===== src/rtl/core/csts_pkg.sv =====
package csts_pkg;

   // field widths
   localparam int LINE_BITS    = 16;
   localparam int OFFSET_BITS  = 24;
   localparam int LENGTH_BITS  = 8;
   localparam int TYPE_BITS    = 6;
   localparam int ERR_BITS     = 2;
   localparam int CHAR_BITS    = 8;
   localparam int PREFIX_BYTES = 6;

   // result queue geometry
   localparam int QUEUE_DEPTH = 4;
   localparam int QPTR_BITS   = $clog2(QUEUE_DEPTH);

   typedef logic [TYPE_BITS-1:0] token_code_type;
   typedef logic [ERR_BITS-1:0]  err_code_type;

   // token classes
   localparam token_code_type TOK_LPAREN    = 6'd0;
   localparam token_code_type TOK_RPAREN    = 6'd1;
   localparam token_code_type TOK_LBRACE    = 6'd2;
   localparam token_code_type TOK_RBRACE    = 6'd3;
   localparam token_code_type TOK_SEMI      = 6'd4;
   localparam token_code_type TOK_TILDE     = 6'd5;
   localparam token_code_type TOK_PLUS      = 6'd6;
   localparam token_code_type TOK_INC       = 6'd7;
   localparam token_code_type TOK_MINUS     = 6'd8;
   localparam token_code_type TOK_DEC       = 6'd9;
   localparam token_code_type TOK_STAR      = 6'd10;
   localparam token_code_type TOK_SLASH     = 6'd11;
   localparam token_code_type TOK_PERCENT   = 6'd12;
   localparam token_code_type TOK_LT        = 6'd13;
   localparam token_code_type TOK_LE        = 6'd14;
   localparam token_code_type TOK_SHL       = 6'd15;
   localparam token_code_type TOK_GT        = 6'd16;
   localparam token_code_type TOK_GE        = 6'd17;
   localparam token_code_type TOK_SHR       = 6'd18;
   localparam token_code_type TOK_EQ        = 6'd19;
   localparam token_code_type TOK_AMP       = 6'd20;
   localparam token_code_type TOK_LAND      = 6'd21;
   localparam token_code_type TOK_PIPE      = 6'd22;
   localparam token_code_type TOK_LOR       = 6'd23;
   localparam token_code_type TOK_CARET     = 6'd24;
   localparam token_code_type TOK_BANG      = 6'd25;
   localparam token_code_type TOK_NE        = 6'd26;
   localparam token_code_type TOK_NUMBER    = 6'd27;
   localparam token_code_type TOK_IDENT     = 6'd28;
   localparam token_code_type TOK_KW_INT    = 6'd29;
   localparam token_code_type TOK_KW_RETURN = 6'd30;
   localparam token_code_type TOK_KW_VOID   = 6'd31;
   localparam token_code_type TOK_END       = 6'd32;
   localparam token_code_type TOK_NONE      = 6'd63;
   // error beats carry a class with no meaning
   localparam token_code_type TOK_ERR_FILL  = TOK_LPAREN;

   // error codes
   localparam err_code_type ERR_NONE       = 2'd0;
   localparam err_code_type ERR_UNEXPECTED = 2'd1;
   localparam err_code_type ERR_LONE_EQ    = 2'd2;

   typedef struct packed {
      token_code_type          token_type;
      err_code_type            error_code;
      logic [LINE_BITS-1:0]    start_line;
      logic [LINE_BITS-1:0]    start_column;
      logic [OFFSET_BITS-1:0]  start_offset;
      logic [LENGTH_BITS-1:0]  token_length;
      logic                    last_of_run;
   } result_type;

   // up to two results produced by one scanned byte
   typedef struct packed {
      logic [1:0]  count;
      result_type  first;
      result_type  second;
   } scan_push_type;

endpackage


===== src/rtl/core/csts_scan.sv =====
module csts_scan
   import csts_pkg::*;
(
   input  logic                  clock,
   input  logic                  reset,
   input  logic                  in_valid,
   output logic                  in_ready,
   input  logic                  in_kind,
   input  logic [CHAR_BITS-1:0]  in_byte,
   input  logic                  room,
   output logic                  push_valid,
   output scan_push_type         push
);

   localparam logic [2:0] MODE_IDLE   = 3'd0;
   localparam logic [2:0] MODE_NUMBER = 3'd1;
   localparam logic [2:0] MODE_IDENT  = 3'd2;
   localparam logic [2:0] MODE_OPER   = 3'd3;
   localparam logic [2:0] MODE_ERROR  = 3'd4;

   localparam logic [CHAR_BITS-1:0] CH_TAB = 8'h09;
   localparam logic [CHAR_BITS-1:0] CH_NL  = 8'h0A;
   localparam logic [CHAR_BITS-1:0] CH_CR  = 8'h0D;

   localparam logic [8*PREFIX_BYTES-1:0] KW_INT    = 48'h0000_0074_6E69;
   localparam logic [8*PREFIX_BYTES-1:0] KW_RETURN = 48'h6E72_7574_6572;
   localparam logic [8*PREFIX_BYTES-1:0] KW_VOID   = 48'h0000_6469_6F76;

   typedef struct packed {
      logic [2:0]                   mode;
      logic [CHAR_BITS-1:0]         pend;
      logic [8*PREFIX_BYTES-1:0]    prefix;
      logic [LENGTH_BITS-1:0]       run_len;
      logic [LINE_BITS-1:0]         run_line;
      logic [LINE_BITS-1:0]         run_col;
      logic [OFFSET_BITS-1:0]       run_off;
      logic [LINE_BITS-1:0]         cur_line;
      logic [LINE_BITS-1:0]         cur_col;
      logic [OFFSET_BITS-1:0]       cur_off;
   } scan_state_type;

   localparam scan_state_type ST_RESET = '{
      mode:     MODE_IDLE,
      pend:     '0,
      prefix:   '0,
      run_len:  '0,
      run_line: LINE_BITS'(1),
      run_col:  LINE_BITS'(1),
      run_off:  '0,
      cur_line: LINE_BITS'(1),
      cur_col:  LINE_BITS'(1),
      cur_off:  '0
   };

   // character classes
   function automatic logic is_digit(input logic [CHAR_BITS-1:0] c);
      return c >= "0" && c <= "9";
   endfunction

   function automatic logic is_letter(input logic [CHAR_BITS-1:0] c);
      return (c >= "a" && c <= "z") || (c >= "A" && c <= "Z");
   endfunction

   function automatic logic is_space(input logic [CHAR_BITS-1:0] c);
      return c == " " || (c >= CH_TAB && c <= CH_CR);
   endfunction

   function automatic logic is_word(input logic [CHAR_BITS-1:0] c);
      return is_letter(c) || is_digit(c) || c == "_";
   endfunction

   function automatic logic starts_pair(input logic [CHAR_BITS-1:0] c);
      return c == "+" || c == "-" || c == "<" || c == ">" || c == "="
         || c == "&" || c == "|" || c == "!";
   endfunction

   function automatic token_code_type single_type(input logic [CHAR_BITS-1:0] c);
      token_code_type t;
      case (c)
         "(": t = TOK_LPAREN;
         ")": t = TOK_RPAREN;
         "{": t = TOK_LBRACE;
         "}": t = TOK_RBRACE;
         ";": t = TOK_SEMI;
         "~": t = TOK_TILDE;
         "+": t = TOK_PLUS;
         "-": t = TOK_MINUS;
         "*": t = TOK_STAR;
         "/": t = TOK_SLASH;
         "%": t = TOK_PERCENT;
         "<": t = TOK_LT;
         ">": t = TOK_GT;
         "&": t = TOK_AMP;
         "|": t = TOK_PIPE;
         "^": t = TOK_CARET;
         "!": t = TOK_BANG;
         default: t = TOK_NONE;
      endcase
      return t;
   endfunction

   function automatic token_code_type pair_type(input logic [CHAR_BITS-1:0] p,
                                                input logic [CHAR_BITS-1:0] c);
      token_code_type t;
      t = TOK_NONE;
      if (p == "+" && c == "+") t = TOK_INC;
      if (p == "-" && c == "-") t = TOK_DEC;
      if (p == "<" && c == "=") t = TOK_LE;
      if (p == "<" && c == "<") t = TOK_SHL;
      if (p == ">" && c == "=") t = TOK_GE;
      if (p == ">" && c == ">") t = TOK_SHR;
      if (p == "=" && c == "=") t = TOK_EQ;
      if (p == "&" && c == "&") t = TOK_LAND;
      if (p == "|" && c == "|") t = TOK_LOR;
      if (p == "!" && c == "=") t = TOK_NE;
      return t;
   endfunction

   function automatic result_type make_res(input token_code_type t,
                                           input err_code_type e,
                                           input logic [LINE_BITS-1:0] line,
                                           input logic [LINE_BITS-1:0] col,
                                           input logic [OFFSET_BITS-1:0] off,
                                           input logic [LENGTH_BITS-1:0] len);
      result_type r;
      r.token_type   = t;
      r.error_code   = e;
      r.start_line   = line;
      r.start_column = col;
      r.start_offset = off;
      r.token_length = len;
      r.last_of_run  = 1'b0;
      return r;
   endfunction

   // step line, column and offset past one byte
   function automatic scan_state_type advance(input scan_state_type s,
                                              input logic [CHAR_BITS-1:0] c);
      scan_state_type r;
      r = s;
      if (c == CH_NL) begin
         r.cur_line = (&s.cur_line) ? s.cur_line : s.cur_line + LINE_BITS'(1);
         r.cur_col  = LINE_BITS'(1);
      end else begin
         r.cur_col = (&s.cur_col) ? s.cur_col : s.cur_col + LINE_BITS'(1);
      end
      r.cur_off = s.cur_off + OFFSET_BITS'(1);
      return r;
   endfunction

   // append a byte to the running token
   function automatic scan_state_type add_char(input scan_state_type s,
                                               input logic [CHAR_BITS-1:0] c);
      scan_state_type r;
      r = s;
      for (int i = 0; i < PREFIX_BYTES; i++) begin
         if (s.run_len == LENGTH_BITS'(i)) r.prefix[CHAR_BITS*i +: CHAR_BITS] = c;
      end
      r.run_len = (&s.run_len) ? s.run_len : s.run_len + LENGTH_BITS'(1);
      return advance(r, c);
   endfunction

   // open a token at the current position
   function automatic scan_state_type begin_run(input scan_state_type s,
                                                input logic [2:0] m);
      scan_state_type r;
      r = s;
      r.run_line = s.cur_line;
      r.run_col  = s.cur_col;
      r.run_off  = s.cur_off;
      r.run_len  = '0;
      r.prefix   = '0;
      r.mode     = m;
      return r;
   endfunction

   scan_state_type        st_ff, st_in;
   logic                  in_vld_ff, in_vld_in;
   logic                  kind_ff;
   logic [CHAR_BITS-1:0]  byte_ff;
   logic                  fire;
   logic                  fresh;
   logic [1:0]            cnt;
   result_type            res [2];
   result_type            flush_res;
   result_type            close_res;
   token_code_type        ident_type;
   token_code_type        pair_t;
   token_code_type        fresh_single;

   // input register handshake
   assign fire      = in_vld_ff & room;
   assign in_ready  = ~in_vld_ff | room;
   assign in_vld_in = (in_valid & in_ready) | (in_vld_ff & ~room);

   // identifier or keyword
   always_comb begin
      ident_type = TOK_IDENT;
      if (st_ff.run_len == LENGTH_BITS'(3) && st_ff.prefix == KW_INT)
         ident_type = TOK_KW_INT;
      else if (st_ff.run_len == LENGTH_BITS'(6) && st_ff.prefix == KW_RETURN)
         ident_type = TOK_KW_RETURN;
      else if (st_ff.run_len == LENGTH_BITS'(4) && st_ff.prefix == KW_VOID)
         ident_type = TOK_KW_VOID;
   end

   // results for a run or a pending single operator, closed by another byte or an end beat
   assign flush_res = make_res((st_ff.mode == MODE_IDENT) ? ident_type : TOK_NUMBER,
                               ERR_NONE, st_ff.run_line, st_ff.run_col, st_ff.run_off,
                               st_ff.run_len);
   assign close_res = (st_ff.pend == "=")
      ? make_res(TOK_ERR_FILL, ERR_LONE_EQ, st_ff.run_line, st_ff.run_col,
                 st_ff.run_off, LENGTH_BITS'(1))
      : make_res(single_type(st_ff.pend), ERR_NONE, st_ff.run_line, st_ff.run_col,
                 st_ff.run_off, LENGTH_BITS'(1));

   assign pair_t       = pair_type(st_ff.pend, byte_ff);
   assign fresh_single = single_type(byte_ff);

   // scan one byte: mode update and up to two results
   always_comb begin
      st_in  = st_ff;
      res[0] = '0;
      res[1] = '0;
      cnt    = 2'd0;
      fresh  = 1'b0;
      if (kind_ff) begin
         if (st_ff.mode == MODE_NUMBER || st_ff.mode == MODE_IDENT) begin
            res[0] = flush_res;
            cnt    = 2'd1;
         end else if (st_ff.mode == MODE_OPER) begin
            res[0] = close_res;
            cnt    = 2'd1;
         end
         res[cnt[0]] = make_res(TOK_END, ERR_NONE, st_ff.cur_line, st_ff.cur_col,
                                st_ff.cur_off, '0);
         cnt   = cnt + 2'd1;
         st_in = ST_RESET;
      end else begin
         case (st_ff.mode)
            MODE_IDLE: begin
               fresh = 1'b1;
            end
            MODE_NUMBER: begin
               if (is_digit(byte_ff)) begin
                  st_in = add_char(st_ff, byte_ff);
               end else begin
                  res[0]     = flush_res;
                  cnt        = 2'd1;
                  st_in.mode = MODE_IDLE;
                  fresh      = 1'b1;
               end
            end
            MODE_IDENT: begin
               if (is_word(byte_ff)) begin
                  st_in = add_char(st_ff, byte_ff);
               end else begin
                  res[0]     = flush_res;
                  cnt        = 2'd1;
                  st_in.mode = MODE_IDLE;
                  fresh      = 1'b1;
               end
            end
            MODE_OPER: begin
               if (pair_t != TOK_NONE) begin
                  st_in      = add_char(st_ff, byte_ff);
                  res[0]     = make_res(pair_t, ERR_NONE, st_ff.run_line, st_ff.run_col,
                                        st_ff.run_off, st_in.run_len);
                  cnt        = 2'd1;
                  st_in.pend = '0;
                  st_in.mode = MODE_IDLE;
               end else begin
                  res[0]     = close_res;
                  cnt        = 2'd1;
                  st_in.pend = '0;
                  if (st_ff.pend == "=") begin
                     st_in.mode = MODE_ERROR;
                  end else begin
                     st_in.mode = MODE_IDLE;
                     fresh      = 1'b1;
                  end
               end
            end
            default: begin
               st_in.mode = MODE_ERROR;
            end
         endcase

         // byte scanned afresh; position is untouched by a flush or close
         if (fresh) begin
            if (is_space(byte_ff)) begin
               st_in = advance(st_in, byte_ff);
            end else if (is_digit(byte_ff)) begin
               st_in = add_char(begin_run(st_in, MODE_NUMBER), byte_ff);
            end else if (is_letter(byte_ff) || byte_ff == "_") begin
               st_in = add_char(begin_run(st_in, MODE_IDENT), byte_ff);
            end else if (starts_pair(byte_ff)) begin
               st_in      = add_char(begin_run(st_in, MODE_OPER), byte_ff);
               st_in.pend = byte_ff;
            end else if (fresh_single == TOK_NONE) begin
               res[cnt[0]] = make_res(TOK_ERR_FILL, ERR_UNEXPECTED, st_ff.cur_line,
                                      st_ff.cur_col, st_ff.cur_off, LENGTH_BITS'(1));
               cnt         = cnt + 2'd1;
               st_in.mode  = MODE_ERROR;
            end else begin
               res[cnt[0]] = make_res(fresh_single, ERR_NONE, st_ff.cur_line,
                                      st_ff.cur_col, st_ff.cur_off, LENGTH_BITS'(1));
               cnt         = cnt + 2'd1;
               st_in       = advance(st_in, byte_ff);
            end
         end
      end
   end

   // hand results to the queue, last one flagged
   always_comb begin
      push_valid              = fire;
      push.count              = cnt;
      push.first              = res[0];
      push.second             = res[1];
      push.first.last_of_run  = (cnt == 2'd1);
      push.second.last_of_run = (cnt == 2'd2);
   end

   // control registers
   always_ff @(posedge clock) begin
      if (reset) begin
         in_vld_ff <= 1'b0;
         st_ff     <= ST_RESET;
      end else begin
         in_vld_ff <= in_vld_in;
         if (fire) st_ff <= st_in;
      end
   end

   // input beat payload
   always_ff @(posedge clock) begin
      if (in_valid && in_ready) begin
         kind_ff <= in_kind;
         byte_ff <= in_byte;
      end
   end

endmodule


===== src/rtl/core/csts_queue.sv =====
module csts_queue
   import csts_pkg::*;
(
   input  logic           clock,
   input  logic           reset,
   input  logic           push_valid,
   input  scan_push_type  push,
   output logic           room,
   output logic           out_valid,
   input  logic           out_ready,
   output result_type     out_data
);

   result_type            entry_ff [QUEUE_DEPTH];
   logic [QPTR_BITS-1:0]  head_ff, head_in;
   logic [QPTR_BITS-1:0]  tail_ff, tail_in;
   logic [QPTR_BITS:0]    count_ff, count_in;
   logic [1:0]            push_n;
   logic                  pop;

   // room for a full pair of results
   assign room      = count_ff <= (QPTR_BITS+1)'(QUEUE_DEPTH - 2);
   assign out_valid = count_ff != '0;
   assign out_data  = entry_ff[head_ff];
   assign pop       = out_valid & out_ready;
   assign push_n    = push_valid ? push.count : 2'd0;

   // pointer and fill update
   assign head_in  = head_ff + QPTR_BITS'(pop);
   assign tail_in  = tail_ff + QPTR_BITS'(push_n);
   assign count_in = count_ff + (QPTR_BITS+1)'(push_n) - (QPTR_BITS+1)'(pop);

   always_ff @(posedge clock) begin
      if (reset) begin
         head_ff  <= '0;
         tail_ff  <= '0;
         count_ff <= '0;
      end else begin
         head_ff  <= head_in;
         tail_ff  <= tail_in;
         count_ff <= count_in;
      end
   end

   // result storage
   always_ff @(posedge clock) begin
      if (push_n != 2'd0) entry_ff[tail_ff] <= push.first;
      if (push_n == 2'd2) entry_ff[tail_ff + QPTR_BITS'(1)] <= push.second;
   end

endmodule


===== src/rtl/core/c_subset_token_scanner.sv =====
// a byte waits in the input register until the result queue has room
// for a pair of results; throughput: one byte per cycle while it has
// room; a byte yielding two results is absorbed by the four-entry queue
// reset: synchronous, active high; clears the scan mode, position counters,
// input register and result queue; bytes are taken from the next cycle on
module c_subset_token_scanner
   import csts_pkg::*;
(
   input  logic                    clock,
   input  logic                    reset,
   input  logic                    req_valid,
   output logic                    req_ready,
   input  logic                    req_kind,
   input  logic [CHAR_BITS-1:0]    req_text_byte,
   output logic                    rsp_valid,
   input  logic                    rsp_ready,
   output logic [TYPE_BITS-1:0]    rsp_token_type,
   output logic [ERR_BITS-1:0]     rsp_error_code,
   output logic [LINE_BITS-1:0]    rsp_start_line,
   output logic [LINE_BITS-1:0]    rsp_start_column,
   output logic [OFFSET_BITS-1:0]  rsp_start_offset,
   output logic [LENGTH_BITS-1:0]  rsp_token_length,
   output logic                    rsp_last_of_run
);

   logic           room;
   logic           push_valid;
   scan_push_type  push;
   result_type     rsp_data;

   // byte scanner
   csts_scan u_scan (
      .clock      (clock),
      .reset      (reset),
      .in_valid   (req_valid),
      .in_ready   (req_ready),
      .in_kind    (req_kind),
      .in_byte    (req_text_byte),
      .room       (room),
      .push_valid (push_valid),
      .push       (push)
   );

   // result queue
   csts_queue u_queue (
      .clock      (clock),
      .reset      (reset),
      .push_valid (push_valid),
      .push       (push),
      .room       (room),
      .out_valid  (rsp_valid),
      .out_ready  (rsp_ready),
      .out_data   (rsp_data)
   );

   // result beat fields
   assign rsp_token_type   = rsp_data.token_type;
   assign rsp_error_code   = rsp_data.error_code;
   assign rsp_start_line   = rsp_data.start_line;
   assign rsp_start_column = rsp_data.start_column;
   assign rsp_start_offset = rsp_data.start_offset;
   assign rsp_token_length = rsp_data.token_length;
   assign rsp_last_of_run  = rsp_data.last_of_run;

endmodule


===== config.mk =====
export PLATFORM = sky130hd
export DESIGN_NAME = c_subset_token_scanner
export DESIGN_NICKNAME = d
export VERILOG_FILES = /design/src/rtl/core/csts_pkg.sv /design/src/rtl/core/csts_scan.sv /design/src/rtl/core/csts_queue.sv /design/src/rtl/core/c_subset_token_scanner.sv
export SDC_FILE = /design/constraint.sdc
export NUM_CORES = 1
export LEC_CHECK = 0
export BUFFER_PORTS_ARGS = -buffer_cell sky130_fd_sc_hd__buf_4
export CORE_MARGIN = 2
export CORE_UTILIZATION = 36
export CTS_BUF_LIST = sky130_fd_sc_hd__clkbuf_8
export CTS_CLUSTER_DIAMETER = 60
export DETAILED_ROUTE_END_ITERATION = 12
export SLEW_MARGIN = 10
export SYNTH_ARGS = -nofsm -noshare
export SYNTH_HDL_FRONTEND = slang
export SYNTH_SLANG_ARGS = --single-unit
export TNS_END_PERCENT = 50

===== constraint.sdc =====
create_clock -name clock -period 14.3 [get_ports clock]
set_input_delay 0.715 -clock clock [delete_from_list [all_inputs] [get_ports clock]]
set_output_delay 0.715 -clock clock [all_outputs]
set_load 0.02 [all_outputs]

==> flow_summary.json, run 1 <==
{
  "status": "finished clean",
  "htreeDepth": 3,
  "report.final.slew_viol_count": 0,
  "power_frac_clock_pct": 35.1,
  "cts_made_buffers": 86,
  "final_cell_mix": "edfxtp_1 (301), nor2_1 (231), a32o_1 (224), dfxtp_1 (185), nand2_1 (158)",
  "drive_above_1_share_pct": 16.1,
  "cts_tree": "yes",
  "critPathRequiredTime_ns": 14.61,
  "coreArea_mm2": 0.0715,
  "clockBufferDepth": 3,
  "yosys-top-cells-area": "edfxtp_1 (35%), dfxtp_1 (14%), a32o_1 (8.6%)",
  "leakagePower_uw": 0.00938,
  "setup_viol": 0,
  "postCtsSetupRepairBufs": 0,
  "dieArea_mm2": 0.0744,
  "final_area_mm2": 0.0291,
  "synthFlopType": "edfxtp_1",
  "grt.total_usage_pct": 22.2,
  "ios": 88,
  "routed_wl_um": 84200,
  "vias": 21500,
  "grt_pass1_vias": 21300,
  "fin_nets": 2425,
  "placed_area_mm2": 0.0274,
  "synth_xor_area_share_pct": 1.72,
  "place_congestion": 0.906,
  "final_common_cell": "edfxtp_1",
  "synthAdderAreaFrac_pct": 0.799,
  "finalCriticalPeriod_ns": 6.33,
  "die_h_um": 273,
  "power_switching_uw": 1130,
  "clk_pin_slew_worst_paths_ns": 0.06,
  "holdBufCountCts": 0,
  "endpoint_kind": "register",
  "hold_viol_final": 0,
  "seqPwrFrac_pct": 43.4,
  "synthArstFlopShare_pct": 0,
  "start_kind": "register",
  "synth_mux_area_share_pct": 7.67,
  "syn-cell-area_mm2": 0.0260,
  "synth_simple_gate_area_share_pct": 15.1,
  "yosys_warnings": 0,
  "cellPowerDensity_mw_per_mm2": 126,
  "clock-sinks": 488,
  "numPortBuffers": 87,
  "synth_enable_flop_cells": 301,
  "dp_hpwl_um": 51200,
  "critical_path_arrival_ns": 6.64,
  "firstDrtPassIters": 7,
  "whs_ns": 0.207,
  "synth_compound_area_share_pct": 21.4,
  "ant_nets": 0,
  "routedWlPerCell_um": 24.6,
  "rsz0062_at_grt": "no",
  "start_util_pct": 36.4,
  "rows": 98,
  "avgSynthCellArea_um2": 10.7,
  "syn_nets": 2452,
  "overflow": 0,
  "instances_no_fill": 3420,
  "worstMarginPinSlew_ns": 1.29,
  "yosysUniqueCellTypes": 103,
  "netSwitchingFraction_pct": 31.0,
  "syn_inst": 2423,
  "grt_antenna_before_repair": 1,
  "combPwrFrac_pct": 21.4,
  "crit_fanout": 37,
  "yosysSeqAreaShare_pct": 49.2,
  "setup-tns-final_ns": 0,
  "grt_first_pass_wirelength_um": 129000,
  "p_int_uw": 2520,
  "cap_violations": 0,
  "root_buffer": "clkbuf_8",
  "yosysTopAreaCellShare_pct": 34.8,
  "clock.fmax_ghz": 0.158,
  "viasPerCell": 6.30,
  "cts_resized": 0,
  "worstSetupPathType": "register to register",
  "numPlacedInstances": 3258,
  "synth.largest_area_cell": "edfxtp_1",
  "irDropWorstVdd_v": 0.0000769,
  "drt_iter0_markers": 2462,
  "fin_skew_ns": 0.0265,
  "fin_crit_sh_pct": 44.2,
  "clk_latency_ns": 0.70,
  "syn2layout_area_growth_pct": 11.9,
  "synth_top_family_by_area": "compound AO/OA/AOI/OAI gates",
  "grt_max_degree": 90,
  "hold_class": "primary input to register",
  "die_w_um": 273,
  "ys_seq_elements": 488,
  "fin_util_pct": 40.7,
  "slew_headroom_pct": 13.1,
  "drc": 0
}
cell families (layout without fill, tap and decap cells):
group,count (synthesis),count (layout)
adders and majority gates,16,16
xor gates and xnor gates,51,51
muxes,107,107
AOI/OAI and AO/OA,716,716
DFF,488,488
buffers and inverters,280,326
and+or+nand+nor,765,765
other,0,1
through the flow:
stage / setup WS (ns) / total power, µW
6_report: 7.97 / 3660
3_3_place_gp: 8.28 / 2400
3_5_place_dp: 8.15 / 2410
4_1_cts: 8.16 / 3690
5_1_grt: 7.66 / 3790
2_1_floorplan: 5.30 / 2090
worst paths after layout:
check        cells past startpoint  slack [ns]                                 to                           start
max                             13        7.97  u_queue.entry_ff[1][46]$_DFFE_PP_     u_scan.byte_ff[0]$_DFFE_PP_
min                              1        0.21        u_scan.byte_ff[7]$_DFFE_PP_                req_text_byte[7]
max reg2reg                     13        7.97  u_queue.entry_ff[1][46]$_DFFE_PP_     u_scan.byte_ff[0]$_DFFE_PP_
min reg2reg                      1        0.50     u_scan.st_ff[135]$_SDFFE_PP0P_  u_scan.st_ff[135]$_SDFFE_PP0P_
critical path: stages (launching register included):
cell	delay, ns
edfxtp_1	0.77
or2_2	0.47
nor4_2	0.38
o211ai_1	0.16
a211oi_1	0.81
or2_2	0.28
ha_1	0.14
nor2b_1	0.16
nand4_1	0.26
a21oi_1	0.64
nand2_1	0.37
a211oi_4	0.27
buf_4	0.57
buf_4	0.65
layout make-up:
type / count / area, µm²
clock inverters: 63 / 360
flip-flops and latches: 488 / 12800
clock buffers: 98 / 1350
repair buffers: 139 / 1040
well taps: 950 / 1190
fillers: 6817 / 42400
multi-input cells: 1655 / 12300
diodes: 1 / 2.50
inverters: 26 / 97.6
registers in the layout, summed over array words and instances (netlist names):
name / cells
u_scan.byte_ff: 8
u_scan.kind_ff: 1
u_scan.in_vld_ff: 1
u_queue.head_ff: 2
u_queue.count_ff: 3
u_queue.tail_ff: 2
u_scan.st_ff: 115
u_scan.flush_res: 64
u_queue.entry_ff: 292
Yosys cell counts (9+ instances only):
cell type  instances
buf_2              9
a31oi_1           18
clkbuf_1         206
and3_1            20
a32o_1           224
nand3_1           50
nand2b_1          28
inv_1             24
nand4_1           35
o22ai_1           12
nand4b_1          10
edfxtp_1         301
o211ai_1           9
o31ai_1           20
nor3_1            65
ha_1              15
nand2_1          159
mux4_2            73
o21a_1             9
mux2i_1           27
nor2b_1           15
xnor2_1           26
and2_1            13
a22o_1            32
nand3b_1           9
nor2_1           236
a22oi_1           66
a211oi_1          10
nor3b_1           17
xor2_1            25
buf_1             35
a21oi_1          109
or3_1             20
o21ai_0          106
nor4_1            20
or2_2             14
dfxtp_1          187
power groups by stage:
stage | Combinational [µW] | Sequential (µW) | Clock [µW]
3_3_place_gp | 787 | 1620 | 0
6_report | 783 | 1590 | 1290
2_1_floorplan | 507 | 1580 | 0
5_1_grt | 827 | 1590 | 1370
3_5_place_dp | 792 | 1620 | 0
4_1_cts | 795 | 1590 | 1310
layer usage:
| metal | routed length [µm] | track usage [%] | vias to the layer above |
|---|---|---|---|
| met2 | 40700 | 36.9 | 998 |
| met3 | 5870 | 3.20 | 142 |
| met4 | 2250 | 8.27 | 0 |
| li1 | - | - | 9524 |
| met5 | 0 | 0 | - |
| met1 | 35400 | 29.4 | 10900 |
No activity file was read; power rests on OpenSTA's default activity.
==> inputs of run 2 (changes only) <==
==> constraint.sdc (replaced) <==
create_clock -name clock -period 6.2 [get_ports clock]
set_input_delay 0.31 -clock clock [delete_from_list [all_inputs] [get_ports clock]]
set_output_delay 0.31 -clock clock [all_outputs]
set_load 0.02 [all_outputs]
==> flow_summary.json, run 2 (same netlist as run 1, synthesis figures left out) <==
{
  "status": "finished clean",
  "clock-sinks": 488,
  "cp_top_family": "simple AND/OR/NAND/NOR gates",
  "grt_antenna_before_repair": 2,
  "final_common_cell": "edfxtp_1",
  "worstMarginPinSlew_ns": 1.31,
  "worst-path-buf-inv": 0,
  "vias": 21500,
  "slowest_stage": "edfxtp_1",
  "grt.total_usage_pct": 22.2,
  "ant_nets": 0,
  "clock.fmax_ghz": 0.189,
  "place_congestion": 0.924,
  "drt_iter0_markers": 2132,
  "viasPerCell": 6.26,
  "coreArea_mm2": 0.0715,
  "hold_class": "primary input to register",
  "final_cell_mix": "edfxtp_1 (301), nor2_1 (232), a32o_1 (224), dfxtp_1 (185), nand2_1 (158)",
  "dieArea_mm2": 0.0744,
  "start_kind": "register",
  "setup_viol": 0,
  "drive_above_1_share_pct": 16.6,
  "leakagePower_uw": 0.00951,
  "cts_tree": "yes",
  "cts_made_buffers": 85,
  "hold_viol_final": 0,
  "finalCriticalPeriod_ns": 5.30,
  "clk_pin_slew_worst_paths_ns": 0.06,
  "final_area_mm2": 0.0294,
  "overflow": 0,
  "cap_violations": 0,
  "clk_latency_ns": 0.70,
  "grt_pass1_vias": 21000,
  "die_w_um": 273,
  "grt_first_pass_wirelength_um": 129000,
  "critPathRequiredTime_ns": 6.78,
  "htreeDepth": 3,
  "drc": 0,
  "dp_hpwl_um": 52400,
  "setup-tns-final_ns": 0,
  "routedWlPerCell_um": 24.5,
  "clockBufferDepth": 3,
  "fin_crit_sh_pct": 85.4,
  "cpPeakStageDelay_ns": 0.75,
  "irDropWorstVdd_v": 0.000247,
  "endpoint_kind": "register",
  "cts_resized": 0,
  "die_h_um": 273,
  "cp_cell_sequence": "or4b_4, nor4_1, a31oi_1, and3_1, a21oi_2, nor2_2, xnor2_1, ha_1, nand3_1, a21oi_1, nand4_1, o21a_1, o31ai_1",
  "worstSetupPathType": "register to register",
  "numPortBuffers": 87,
  "crit_fanout": 21,
  "routed_wl_um": 84400,
  "start_util_pct": 36.4,
  "grt_max_degree": 101,
  "syn2layout_area_growth_pct": 13.3,
  "placed_area_mm2": 0.0276,
  "rows": 98,
  "fin_nets": 2447,
  "reg2reg_slack_ns": 0.90,
  "fin_skew_ns": 0.0497,
  "slew_headroom_pct": 12.2,
  "ios": 88,
  "cellPowerDensity_mw_per_mm2": 288,
  "rsz0062_at_grt": "no",
  "firstDrtPassIters": 6,
  "report.final.slew_viol_count": 0,
  "regMostFlops": "u_queue.entry_ff",
  "critical_path_arrival_ns": 5.88,
  "largest_reg_flops": 292,
  "root_buffer": "clkbuf_8"
}
-- run 2: worst min-delay path, stage by stage --
cell and delay (ns):
buf_4 0.07, and2_1 0.16, ha_1 0.13, nor2b_1 0.11
-- run 2: stage by stage --
step / hold WS (ns) / power [µW] / utilization [%] / cells / worst slack [ns]
5_1_grt: 0.153 / 8820 / 41.2 / 3441 / 0.563
4_1_cts: 0.0703 / 8580 / 41.2 / 3440 / 1.02
6_report: 0.125 / 8480 / 41.2 / 3441 / 0.902
2_1_floorplan: 0.409 / 4800 / - / 2423 / -0.540
3_5_place_dp: 0.477 / 5550 / 38.6 / 3270 / 1.03
3_3_place_gp: 0.476 / 5530 / 38.6 / 3270 / 1.11
-- run 2: path summary, 6_finish.rpt --
check | cells past startpoint | startpoint | to
max | 13 | u_scan.byte_ff[4]$_DFFE_PP_ | u_scan.st_ff[18]$_SDFFE_PP0P_
min | 4 | rsp_ready | u_queue.head_ff[0]$_SDFF_PP0_
max reg2reg | 13 | u_scan.byte_ff[4]$_DFFE_PP_ | u_scan.st_ff[18]$_SDFFE_PP0P_
min reg2reg | 1 | u_scan.st_ff[143]$_SDFFE_PP0P_ | u_scan.st_ff[143]$_SDFFE_PP0P_
-- run 2: final cells by class --
class	count	area (µm²)
antenna	1	2.50
clock buffer	97	1340
clock inverter	62	422
fill	6743	42000
inverter	26	97.6
multi-input combinational	1655	12300
sequential	488	12800
tap	950	1190
timing repair buffer	162	1360
-- run 2: where the power goes --
group          leakage [µW]  switching, µW  total [µW]  internal (µW)
sequential          0.00422            160        3700           3540
clock              0.000996           1390        3020           1620
combinational       0.00430           1050        1770            723
-- run 2: routing by layer --
layer,wire length [µm],track usage (%)
met2,40400,36.4
met5,11,0
met4,2660,8.78
met3,5810,3.71
met1,35500,29.2
-- run 2: timing repair --
| item | in CTS | in global routing |
|---|---|---|
| endpoints found under the hold margin | 20 | 0 |
| hold buffers | 11 | 0 |
| setup buffers | 0 | 0 |
